--- config.mk ---
export PLATFORM = sky130hd
export DESIGN_NAME = double_ended_queue
export DESIGN_NICKNAME = d
export VERILOG_FILES = /design/src/rtl/deq_pkg.sv /design/src/rtl/double_ended_queue.sv /design/src/rtl/deq_ram.sv /design/src/rtl/deq_ctrl.sv /design/src/rtl/deq_dp.sv
export SDC_FILE = /design/constraint.sdc
export NUM_CORES = 2
export LEC_CHECK = 0
export BUFFER_PORTS_ARGS = -buffer_cell sky130_fd_sc_hd__buf_4
export CORE_MARGIN = 4
export CORE_UTILIZATION = 55
export CTS_CLUSTER_DIAMETER = 40
export DETAILED_ROUTE_END_ITERATION = 6
export GPL_ROUTABILITY_DRIVEN = 0
export GPL_TIMING_DRIVEN = 0
export MAX_ROUTING_LAYER = met4
export PLACE_DENSITY = 0.68
export SYNTH_ARGS = -nofsm -noshare
export SYNTH_HDL_FRONTEND = slang
export SYNTH_HIERARCHICAL = 1
export SYNTH_SLANG_ARGS = --single-unit
export TNS_END_PERCENT = 30
--- constraint.sdc ---
create_clock -name clk -period 7.1 [get_ports clk]
set_input_delay 0.71 -clock clk [delete_from_list [all_inputs] [get_ports clk]]
set_output_delay 0.71 -clock clk [all_outputs]
set_load 0.05 [all_outputs]
--- src/rtl/deq_pkg.sv ---
// Shared types, codes and defaults for the double-ended queue.
`timescale 1ns / 1ps

package deq_pkg;

  localparam int DEPTH_DEF      = 64;
  localparam int DATA_WIDTH_DEF = 32;

  localparam int KIND_W   = 2;
  localparam int VALUE_W  = 32;
  localparam int POS_W    = 6;
  localparam int COUNT_W  = 7;
  localparam int STATUS_W = 2;

  localparam logic [KIND_W-1:0] KIND_PUSH_FRONT = 2'd0;
  localparam logic [KIND_W-1:0] KIND_PUSH_BACK  = 2'd1;
  localparam logic [KIND_W-1:0] KIND_READ       = 2'd2;
  localparam logic [KIND_W-1:0] KIND_WRITE      = 2'd3;

  localparam logic [STATUS_W-1:0] ST_OK    = 2'd0;
  localparam logic [STATUS_W-1:0] ST_RANGE = 2'd1;
  localparam logic [STATUS_W-1:0] ST_FULL  = 2'd2;

  typedef struct packed {
    logic [KIND_W-1:0]  kind;
    logic [VALUE_W-1:0] value;
    logic [POS_W-1:0]   position;
  } req_t;

  typedef struct packed {
    logic [VALUE_W-1:0]  read_value;
    logic [COUNT_W-1:0]  count;
    logic                is_empty;
    logic [VALUE_W-1:0]  front_value;
    logic [VALUE_W-1:0]  back_value;
    logic [STATUS_W-1:0] status;
  } rsp_t;

  // Controller to datapath.
  typedef struct packed {
    logic exec;      // apply the incoming item to the pointers and the store
    logic load_imm;  // load the result register from this cycle's item
    logic load_rd;   // load the result register from the store read data
  } cmd_t;

  // Datapath to controller.
  typedef struct packed {
    logic need_read; // incoming item is an in-range read
  } sts_t;

endpackage

--- src/rtl/double_ended_queue.sv ---
// Double-ended queue over a circular store: push front/back, indexed read and write.
// Latency: a push, a write or a refused item answers in the cycle after transfer;
// an in-range read passes the registered store read port, then the result register.
// Throughput: one item per cycle if results drain; an in-range read stalls input.
// Reset clears the head pointer, the element count and the result valid flag;
// the element store is not cleared and needs no clearing pass.
`timescale 1ns / 1ps

module double_ended_queue #(
  parameter int DEPTH      = deq_pkg::DEPTH_DEF,
  parameter int DATA_WIDTH = deq_pkg::DATA_WIDTH_DEF
) (
  input  logic          clk,
  input  logic          rst,
  input  logic          req_valid,
  output logic          req_ready,
  input  deq_pkg::req_t req,
  output logic          rsp_valid,
  input  logic          rsp_ready,
  output deq_pkg::rsp_t rsp
);

  import deq_pkg::*;

  // The controller owns the handshakes and the single wait state of a read;
  // the datapath owns the pointers, the store, the cached end elements and
  // the result register. They talk only through cmd and sts.
  cmd_t cmd;
  sts_t sts;

  deq_ctrl u_ctrl (
    .clk       (clk),
    .rst       (rst),
    .req_valid (req_valid),
    .req_ready (req_ready),
    .rsp_valid (rsp_valid),
    .rsp_ready (rsp_ready),
    .sts       (sts),
    .cmd       (cmd)
  );

  // The front and back elements are kept in registers beside the store, so
  // only an in-range read needs a store access before its result is known.
  deq_dp #(
    .DEPTH      (DEPTH),
    .DATA_WIDTH (DATA_WIDTH)
  ) u_dp (
    .clk (clk),
    .rst (rst),
    .req (req),
    .cmd (cmd),
    .sts (sts),
    .rsp (rsp)
  );

`ifndef SYNTH
  // An in-range read holds off the next transfer for its wait cycle.
  a_read_blocks: assert property (@(posedge clk) disable iff (rst)
    (req_valid && req_ready && sts.need_read) |=> !req_ready)
    else $error("transfer taken while a store read is in flight");

  // Every accepted item leaves a result waiting within its latency.
  a_imm_result: assert property (@(posedge clk) disable iff (rst)
    (req_valid && req_ready && !sts.need_read) |=> rsp_valid)
    else $error("no result after a push, write or refused item");

  a_read_result: assert property (@(posedge clk) disable iff (rst)
    (req_valid && req_ready && sts.need_read) |=> ##1 rsp_valid)
    else $error("no result two cycles after an in-range read");

  // Results of reads from the store always carry status ok.
  a_read_status: assert property (@(posedge clk) disable iff (rst)
    (req_valid && req_ready && sts.need_read) |=> ##1 (rsp.status == ST_OK))
    else $error("in-range read answered with an error status");
`endif

endmodule

--- src/rtl/deq_ram.sv ---
// Generic single write port RAM with one registered read port.
`timescale 1ns / 1ps

module deq_ram #(
  parameter int WIDTH = 32,
  parameter int DEPTH = 64
) (
  input  logic                     clk,
  input  logic                     we,
  input  logic [$clog2(DEPTH)-1:0] waddr,
  input  logic [WIDTH-1:0]         wdata,
  input  logic                     re,
  input  logic [$clog2(DEPTH)-1:0] raddr,
  output logic [WIDTH-1:0]         rdata
);

  logic [WIDTH-1:0] mem [DEPTH];

  always_ff @(posedge clk) begin
    if (we) begin
      mem[waddr] <= wdata;
    end
    if (re) begin
      rdata <= mem[raddr];
    end
  end

endmodule

--- src/rtl/deq_ctrl.sv ---
// Controller for the double-ended queue: handshakes and read sequencing.
`timescale 1ns / 1ps

module deq_ctrl (
  input  logic          clk,
  input  logic          rst,
  input  logic          req_valid,
  output logic          req_ready,
  output logic          rsp_valid,
  input  logic          rsp_ready,
  input  deq_pkg::sts_t sts,
  output deq_pkg::cmd_t cmd
);

  import deq_pkg::*;

  localparam logic S_IDLE = 1'b0;
  localparam logic S_READ = 1'b1;

  logic state;
  logic state_next;
  logic rsp_valid_next;
  logic accept;

  // A new item may enter in the idle state once the result register is free or being drained.
  assign req_ready = (state == S_IDLE) && (!rsp_valid || rsp_ready);
  assign accept    = req_valid && req_ready;

  always_comb begin
    cmd.exec     = accept;
    cmd.load_imm = accept && !sts.need_read;
    cmd.load_rd  = (state == S_READ);
  end

  always_comb begin
    state_next = state;
    unique case (state)
      S_IDLE: begin
        if (accept && sts.need_read) begin
          state_next = S_READ;
        end
      end
      S_READ: begin
        state_next = S_IDLE;
      end
    endcase
  end

  always_comb begin
    if (cmd.load_imm || cmd.load_rd) begin
      rsp_valid_next = 1'b1;
    end else if (rsp_ready) begin
      rsp_valid_next = 1'b0;
    end else begin
      rsp_valid_next = rsp_valid;
    end
  end

  always_ff @(posedge clk) begin
    if (rst) begin
      state     <= S_IDLE;
      rsp_valid <= 1'b0;
    end else begin
      state     <= state_next;
      rsp_valid <= rsp_valid_next;
    end
  end

endmodule

--- src/rtl/deq_dp.sv ---
// Datapath for the double-ended queue: pointers, element store and result register.
`timescale 1ns / 1ps

module deq_dp #(
  parameter int DEPTH      = deq_pkg::DEPTH_DEF,
  parameter int DATA_WIDTH = deq_pkg::DATA_WIDTH_DEF
) (
  input  logic          clk,
  input  logic          rst,
  input  deq_pkg::req_t req,
  input  deq_pkg::cmd_t cmd,
  output deq_pkg::sts_t sts,
  output deq_pkg::rsp_t rsp
);

  import deq_pkg::*;

  localparam int AW = $clog2(DEPTH);
  localparam int CW = $clog2(DEPTH + 1);
  localparam int PW = (CW > POS_W) ? CW : POS_W;

  localparam logic [CW-1:0] DEPTH_C      = CW'(DEPTH);
  localparam logic [AW-1:0] LAST_SLOT    = AW'(DEPTH - 1);
  localparam logic [PW:0]   DEPTH_SUM    = (PW + 1)'(DEPTH);

  logic [AW-1:0]         head;
  logic [AW-1:0]         head_next;
  logic [AW-1:0]         head_dec;
  logic [CW-1:0]         count;
  logic [CW-1:0]         count_next;
  logic [DATA_WIDTH-1:0] front_val;
  logic [DATA_WIDTH-1:0] front_next;
  logic [DATA_WIDTH-1:0] back_val;
  logic [DATA_WIDTH-1:0] back_next;
  logic [DATA_WIDTH-1:0] val;
  logic [63:0]           val_w;
  logic [PW-1:0]         pos_w;
  logic [PW-1:0]         count_w;
  logic [PW-1:0]         idx;
  logic [PW:0]           sum;
  logic [PW:0]           sum_wrap;
  logic [AW-1:0]         slot;
  logic                  full;
  logic                  in_range;
  logic                  we;
  logic [AW-1:0]         waddr;
  logic [STATUS_W-1:0]   status_c;
  logic [DATA_WIDTH-1:0] rdata;
  rsp_t                  rsp_imm;
  rsp_t                  rsp_rd;

  assign val_w    = 64'(req.value);
  assign val      = val_w[DATA_WIDTH-1:0];
  assign pos_w    = PW'(req.position);
  assign count_w  = PW'(count);
  assign full     = (count == DEPTH_C);
  assign in_range = (pos_w < count_w);
  assign head_dec = (head == '0) ? LAST_SLOT : head - 1'b1;

  // Physical slot of a logical index: one add and a single wrap correction,
  // since head and index both stay below the depth.
  assign idx      = (req.kind == KIND_PUSH_BACK) ? count_w : pos_w;
  assign sum      = (PW + 1)'(head) + (PW + 1)'(idx);
  assign sum_wrap = (sum >= DEPTH_SUM) ? sum - DEPTH_SUM : sum;
  assign slot     = sum_wrap[AW-1:0];

  assign sts.need_read = (req.kind == KIND_READ) && in_range;

  always_comb begin
    head_next  = head;
    count_next = count;
    front_next = front_val;
    back_next  = back_val;
    status_c   = ST_OK;
    we         = 1'b0;
    waddr      = slot;
    unique case (req.kind)
      KIND_PUSH_FRONT: begin
        if (full) begin
          status_c = ST_FULL;
        end else begin
          head_next  = head_dec;
          count_next = count + 1'b1;
          front_next = val;
          if (count == '0) begin
            back_next = val;
          end
          we    = 1'b1;
          waddr = head_dec;
        end
      end
      KIND_PUSH_BACK: begin
        if (full) begin
          status_c = ST_FULL;
        end else begin
          count_next = count + 1'b1;
          back_next  = val;
          if (count == '0) begin
            front_next = val;
          end
          we = 1'b1;
        end
      end
      KIND_READ: begin
        if (!in_range) begin
          status_c = ST_RANGE;
        end
      end
      KIND_WRITE: begin
        if (!in_range) begin
          status_c = ST_RANGE;
        end else begin
          we = 1'b1;
          if (pos_w == '0) begin
            front_next = val;
          end
          if (pos_w == count_w - 1'b1) begin
            back_next = val;
          end
        end
      end
    endcase
  end

  always_comb begin
    logic [63:0] fw;
    logic [63:0] bw;
    logic [63:0] rw;
    logic [31:0] cw;
    fw = 64'(front_next);
    bw = 64'(back_next);
    cw = 32'(count_next);
    rsp_imm.read_value  = '0;
    rsp_imm.count       = cw[COUNT_W-1:0];
    rsp_imm.is_empty    = (count_next == '0);
    rsp_imm.front_value = (count_next == '0) ? '0 : fw[VALUE_W-1:0];
    rsp_imm.back_value  = (count_next == '0) ? '0 : bw[VALUE_W-1:0];
    rsp_imm.status      = status_c;

    fw = 64'(front_val);
    bw = 64'(back_val);
    rw = 64'(rdata);
    cw = 32'(count);
    rsp_rd.read_value  = rw[VALUE_W-1:0];
    rsp_rd.count       = cw[COUNT_W-1:0];
    rsp_rd.is_empty    = (count == '0);
    rsp_rd.front_value = (count == '0) ? '0 : fw[VALUE_W-1:0];
    rsp_rd.back_value  = (count == '0) ? '0 : bw[VALUE_W-1:0];
    rsp_rd.status      = ST_OK;
  end

  deq_ram #(
    .WIDTH (DATA_WIDTH),
    .DEPTH (DEPTH)
  ) u_store (
    .clk   (clk),
    .we    (cmd.exec && we),
    .waddr (waddr),
    .wdata (val),
    .re    (cmd.exec),
    .raddr (slot),
    .rdata (rdata)
  );

  always_ff @(posedge clk) begin
    if (rst) begin
      head  <= '0;
      count <= '0;
    end else if (cmd.exec) begin
      head  <= head_next;
      count <= count_next;
    end
  end

  always_ff @(posedge clk) begin
    if (cmd.exec) begin
      front_val <= front_next;
      back_val  <= back_next;
    end
  end

  always_ff @(posedge clk) begin
    if (cmd.load_imm) begin
      rsp <= rsp_imm;
    end else if (cmd.load_rd) begin
      rsp <= rsp_rd;
    end
  end

endmodule
Word level (Yosys, flattened, before mapping)
Memories as Yosys holds them, arrays and structs flattened. A register that Yosys moved wholly into a read port is not among the register bits.
Index checks and enable logic that the tools add are counted.
{"block": "totals", "input_bits": 44, "register_bits": 185, "n_memories": 1, "out_inout_bits": 108, "ramBits": 2048}
{"memory": "u_dp.u_store.mem", "words": 64, "word_bits": 32, "read_ports": 1, "rd_ports_with_merged_regs": 1, "write_ports": 1, "line_no": "deq_ram.sv:17", "source": "logic [WIDTH-1:0] mem [DEPTH];"}
{"block": "classes", "reduce_logical": 20, "n_eq_ne": 5, "n_lt_le_gt_ge": 2, "add_sub_neg": 5, "n_bitwise": 2, "n_mux": 37}
{"cell": "$mux W32", "count": 14}
{"cell": "$pmux W32 S3", "count": 2}
{"cell": "$mux W74", "count": 2}
{"cell": "$mux W6", "count": 4}
{"cell": "$logic_not A7 Y1", "count": 3}
{"cell": "$mux W7", "count": 3}
{"cell": "$sub A6 B1 Y6 const B", "count": 2}
{"cell": "$add A6 B7 Y8", "count": 1}
{"cell": "$ge A8 B7 Y1 const B", "count": 1}
{"cell": "$mux W1", "count": 8}
{"cell": "$add A7 B1 Y7 const B", "count": 1}
{"cell": "$eq A6 B7 Y1", "count": 1}
{"cell": "$eq A7 B7 Y1 const B", "count": 1}
{"cell": "$lt A6 B7 Y1", "count": 1}
{"cell": "$sub A7 B1 Y7 const B", "count": 1}
{"cell": "$logic_and A1 B1 Y1", "count": 6}
{"cell": "$logic_not A6 Y1", "count": 1}
{"cell": "$eq A2 B2 Y1 const B", "count": 2}
{"cell": "$pmux W1 S2", "count": 2}
{"cell": "$pmux W2 S2", "count": 1}
{"cell": "$reduce_bool A2 Y1", "count": 2}
{"cell": "$reduce_or A2 Y1", "count": 2}
{"cell": "$reduce_and A3 Y1", "count": 1}
{"cell": "$eq A2 B1 Y1 const B", "count": 1}
{"cell": "5 further kinds", "count": 8}

Logic depth before layout (Yosys ltp)
{"block": "depth", "ltp_word": 7, "depth_mapped": 19, "depth_no_buf": 15}

Cells and area by module
Netlist, hierarchy kept.
{"module": "deq_ram", "cells_each": 3324, "seq_area_each_um2": 62459.9, "n_inst": 1, "area_per_inst_um2": 78835.6}
{"module": "deq_dp", "cells_each": 1495, "seq_area_each_um2": 5044.8, "n_inst": 1, "area_per_inst_um2": 13491.7}
{"module": "deq_ctrl", "cells_each": 14, "seq_area_each_um2": 40.0, "n_inst": 1, "area_per_inst_um2": 123.9}

Worst setup path before layout
Ideal clock, no wire load.
{"block": "synth_timing", "path_type": "input -> register", "startpoint": "input port req[38] (netlist bit)", "endpoint": "memory u_dp.u_store.mem[49][0] (enable)", "path_buffers": 4, "path_slack_ns": 1.026, "cell_stages": 15, "setup_ns": 0.461, "t_arrival_ns": 5.613, "path_cell_list": "clkbuf_1 clkbuf_1 nand2_1 clkbuf_1 o21ai_0 ha_1 a21o_1 a21oi_1 o21bai_1 a21oi_1 xnor2_1 a21o_1 clkbuf_1 nand4_1 nor3_1"}
{"block": "synth_via", "elab_chain_len": 7, "word_cells_on_any_way": 15}
{"item": "start: declaration", "line_no": "double_ended_queue.sv:17", "source": "input deq_pkg::req_t req,"}
{"item": "$eq A2 B1 Y1 (*)", "line_no": "deq_dp.sv:62", "source": "assign idx = (req.kind == KIND_PUSH_BACK) ? count_w : pos_w;"}
{"item": "$mux W7 (*)", "line_no": "deq_dp.sv:62"}
{"item": "$add A6 B7 Y8 (*)", "line_no": "deq_dp.sv:63", "source": "assign sum = (PW + 1)'(head) + (PW + 1)'(idx);"}
{"item": "net u_dp.sum[5]", "line_no": "deq_dp.sv:40", "source": "logic [PW:0] sum;"}
{"item": "$ge A8 B7 Y1 or $sub A6 B1 Y6 (tied branches)", "line_no": "deq_dp.sv:64", "source": "assign sum_wrap = (sum >= DEPTH_SUM) ? sum - DEPTH_SUM : sum;"}
{"item": "$mux W6 (*)", "line_no": "deq_dp.sv:64"}
{"item": "$mux W6", "line_no": "deq_dp.sv:79", "source": "if (full) begin"}
{"item": "$mux W6 (*)", "line_no": "deq_dp.sv:77", "source": "unique case (req.kind)"}
{"item": "net u_dp.waddr[5]", "line_no": "deq_dp.sv:46", "source": "logic [AW-1:0] waddr;"}
{"item": "end: declaration", "line_no": "deq_ram.sv:17"}
The timed path passes the listed nets; every way through them passes the cells marked *.

Final worst setup path
{"block": "layout_timing", "startpoint": "input port req[39] (netlist bit)", "endpoint": "register u_dp.u_store.rdata[22] (read register of u_dp.u_store.mem), data pin"}
{"block": "layout_via", "elab_chain_len": 5, "word_cells_on_any_way": 6}
{"item": "$eq A2 B1 Y1 (*)", "line_no": "deq_dp.sv:62"}
{"item": "$mux W7 (*)", "line_no": "deq_dp.sv:62"}
{"item": "$add A6 B7 Y8 (*)", "line_no": "deq_dp.sv:63"}
{"item": "net u_dp.sum[1]", "line_no": "deq_dp.sv:40"}
{"item": "$ge A8 B7 Y1 or $sub A6 B1 Y6 (tied branches)", "line_no": "deq_dp.sv:64"}
{"item": "$mux W6 (*)", "line_no": "deq_dp.sv:64"}
{"item": "end: declaration", "line_no": "deq_ram.sv:14", "source": "output logic [WIDTH-1:0] rdata"}
Marked as above.
A chain may end at the register's enable or synchronous reset.

==> metrics list <==
- The flow ran to the end, but the final reports show violations.
- Violations in the final reports: max-capacitance violations, max-slew violations, negative setup slack
- Worst-path cell with the longest stage delay: clkdlybuf4s15_1
- Count of cell types in the netlist: 81
- Along the worst path, the maximum fanout reaches 10.
* Number of warnings reported in the yosys synthesis log: 6
- Dividing the detail-routed via count by the number of cells gives 7.115.
- For this run, the top clock speed supported by timing is 139.6 MHz.
- Peak ir drop on the vdd network: 0.3598 mV
* Crit-path most repeated cell: buf_2
- Max-Cap Viols: 1
- Once layout is complete, the utilization of the core stands at 0.6479.
- TritonRoute pass-1 iters: 6
- Total cell area at the placement stage: 98930 µm²
* Clk_skew: 64.62 ps
- Clock latency reported for the late side of the worst-skew pair: 940 ps
- In the synthesized netlist, the number of instances is 4833.
- Total length of routed wires: 299700 µm
- Prevailing post-synth register cell: edfxtp_1
* Type of the setup path with the least slack: primary input to flop
- Top cells by count, synth: 2218 x edfxtp_1, 544 x mux4_2, 279 x nor2_1
* Count of flip-flops with a built-in enable after synthesis: 2218
* Number of buffers and inverters on the critical path: 8
* Worst max-slew margin expressed relative to the limit: -0.005782
* Total via count in the routed design: 55450
- Ordered list of cells on the worst path: buf_4, clkbuf_1, clkinv_1, nand2_1, clkbuf_1, o21ai_0, ha_1, fa_1, buf_2, buf_2, buf_2, clkdlybuf4s15_1, nand3b_1, o221ai_1, a21oi_1, a21oi_1, nor2_1
- Clock-pin slew was measured on the worst setup and hold paths at 60 ps.
* Hold endpoint: u_ctrl/state
- Across every metal layer, demand over resource in global routing totals 0.3542.
* Post-DRT Antenna Nets: 0
- The initial utilization of the core area, before any placement, comes to 0.5535.
* Actual slew at the worst max-slew pin: 1509 ps
- TritonCTS built the clock tree.
* Post-layout net count: 5435
- Number of sinks on the clock net: 2265
* Number of I/O port buffers: 151
- The finished cells cover 108200 µm².
- Syn Area/Cell: 19.13 µm²
- Launch instance of the worst register-to-register path: u_dp/count[2]
- Cells after DPL: 7286
- In the final routed layout, each cell accounts on average for 38.46 µm.
- Die Area: 174700 µm²
- Min-Delay Startpoint: req_valid
- The via count of the first global-routing pass came to 53200.
- Leak pwr: 0.03466 µW
- In this run the count of I/O pins placed on the die edge is 152.
* Final HPWL from detailed placement: 191500 µm
* Number of DRC violations after detailed-routing iteration 0: 9668
* Total power per unit cell area: 311.6 nW/µm²
- Summed over all layers, the global routing overflow is 0.
- In this run the critical register-to-register path is captured at u_dp/rsp[99].
- Asr flop ratio synth: 0
* Hold Crit Class: primary input to flop
* R2R cell count: 14
- The final count of pins violating max slew is 11.
- Final setup violation count: 3
* Layout cells sized above 1: 0.2653
* Crit path required time: 7740 ps
* Proportion of synthesized chip area in sequential cells: 0.7306
- Worst Hold Margin: 72.54 ps
- STA classifies the critical path endpoint as a flop.
* Chip Height: 418.0 µm
- Post-CTS setup buffer count: 0
- Final number of hold-violating endpoints: 0
- Cell family with most CP delay: buffers and inverters
- In this run, CTS created clock tree buffers numbering 289.
- Top-count cell post-synth: edfxtp_1
- Data on the critical path arrives at its endpoint at 7800 ps.
- Summing every instance area after synthesis gives 92450 µm².
* CTS H-tree lvls: 5
* Fill count: 10950
- Horizontal die dimension: 418.0 µm
- Critical path startpoint category: primary input
- Root Buffer: clkbuf_16
* Unrepaired setup endpoints after global routing: no
- FF+latch count, synth: 2265
* Setup WS post-layout: -61.29 ps
- Net Count, Synth: 4894
- Clock tree buffer depth: 4
- Register-to-register path setup slack: 450 ps
- Summing internal, switching and leakage power gives 33720 µW.
- On the worst path, the slowest cell contributes a delay of 810 ps.
- After floorplanning, the core was divided into 150 placement rows.
- Entering global routing, the biggest net connects 74 pins.
* Global-route wire length before repair: 414500 µm
- Post-route DRC: 0
- Compared with the post-synthesis result, the final layout area differs by 17.06%.
* Count of non-filler cells in the finished layout: 7793
- Floorplan Core Area: 167000 µm²
- Cell types with the largest area share after synthesis: edfxtp_1 72%, mux4_2 13%, mux2i_1 1.4%, nor2_1 1.1%, dfxtp_1 1.0%
- Of the post-synthesis cell area, the dominant cell type holds 0.7204.
- Cell taking the most area after synthesis: edfxtp_1
- The worst hold path was traced through 2 stages.
- In the finished design, the share of the clock period the worst path needs comes to 1.009.
- After layout, the minimum clock period comes to 7161 ps.
- Initial antenna violation count: 17
[state kept, by name, summed over array words and instances (netlist names)]
signal / flops
u_ctrl/rsp_valid: 1
u_ctrl/state: 1
u_dp/back_val: 32
u_dp/count: 7
u_dp/front_val: 32
u_dp/head: 6
u_dp/rsp: 106
u_dp/u_store/mem: 2048
u_dp/u_store/rdata: 32
[what timing repair did]
item,CTS,global route
gates cloned,0,0
hold buffers,1,0
endpoints found under the setup margin,1,13
gates resized for setup,1,8
hold endpoints to repair,4,0
[kinds of logic (layout without fill, tap and decap cells)]
family | Yosys count | count (layout) | share of synthesized area
other | 0 | 15 | 0
DFF | 2265 | 2265 | 0.7306
AOI/OAI and AO/OA | 822 | 822 | 0.06508
adders and majority gates | 17 | 17 | 0.002382
muxes | 672 | 672 | 0.1464
and+or+nand+nor | 643 | 643 | 0.03400
xor gates and xnor gates | 24 | 24 | 0.002274
buffers and inverters | 390 | 1131 | 0.01927
[where the power goes]
group | internal, µW | switching (µW)
clock network | 8550 | 5620
logic | 1480 | 3040
registers | 14900 | 94.8
[stage by stage]
stage / setup TNS [ps] / worst slack (ps)
after floorplan: 0 / 1026
after global placement: -4513060 / -4974
after detailed placement: -23710 / -881.9
after CTS: 0 / 194.4
after global routing: 0 / 28.77
final: -129.6 / -61.29
[area by class of cell]
type | count | area (µm²) | share of cell area
clock buffers | 325 | 7525 | 0.06953
plain buffers | 338 | 1607 | 0.01485
well taps | 2204 | 2758 | 0.02548
multi-input cells | 2178 | 23610 | 0.2182
inverters | 52 | 195.2 | 0.001804
repair buffers | 250 | 3247 | 0.03000
diodes | 15 | 37.54 | 0.0003468
flip-flops and latches | 2265 | 67540 | 0.6241
clock inverters | 166 | 1694 | 0.01565
[cell usage in the layout, fill, tap and decap left out, types with 37 or more instances in the layout]
master | Yosys | routed
nor2b_1 | 40 | 40
nor2_4 | 1 | 63
mux4_2 | 544 | 544
buf_2 | 77 | 77
nor2_1 | 279 | 216
a22oi_1 | 67 | 67
o22ai_1 | 94 | 94
inv_1 | 50 | 50
clkbuf_16 | 0 | 295
dfxtp_1 | 47 | 47
o21a_1 | 43 | 43
nand2_1 | 97 | 97
buf_4 | 31 | 182
buf_12 | 0 | 52
o21ai_0 | 65 | 65
a21oi_1 | 166 | 166
mux2i_1 | 127 | 127
edfxtp_1 | 2218 | 2218
nor3_1 | 48 | 46
clkbuf_1 | 186 | 209
and2_1 | 37 | 37
[worst max-delay path by stage]
stage / from / end / slack [ps] / depth (start not counted)
floorplan: req[38] / u_dp/u_store/mem[49][0] / 1030 / 15
global route: req[39] / u_dp/u_store/rdata[15] / 30 / 17
detailed placement: req[39] / u_dp/u_store/rdata[25] / -880 / 16
finish: req[39] / u_dp/u_store/rdata[22] / -60 / 17
CTS: req[39] / u_dp/u_store/rdata[2] / 190 / 16
global placement: req[39] / u_dp/u_store/mem[49][13] / -4970 / 18
[worst reg2reg max path: cells and delay by family, from the launching register on]
kind	cells	cell delay [ps]
adders and majority gates	1	320
and+or+nand+nor	3	1140
AOI/OAI and AO/OA	2	810
buffers and inverters	8	3830
DFF	1	420
[per-layer routing]
layer / track usage / vias up / part of all wire / wire, µm
li1: - / 21350 / - / -
met1: 0.4669 / 28370 / 0.35 / 103800
met2: 0.5039 / 4745 / 0.44 / 132500
met3: 0.1004 / 978 / 0.14 / 42290
met4: 0.1930 / 0 / 0.071 / 21190
met5: - / - / 0 / 0
(Power assumes the default switching activity.)
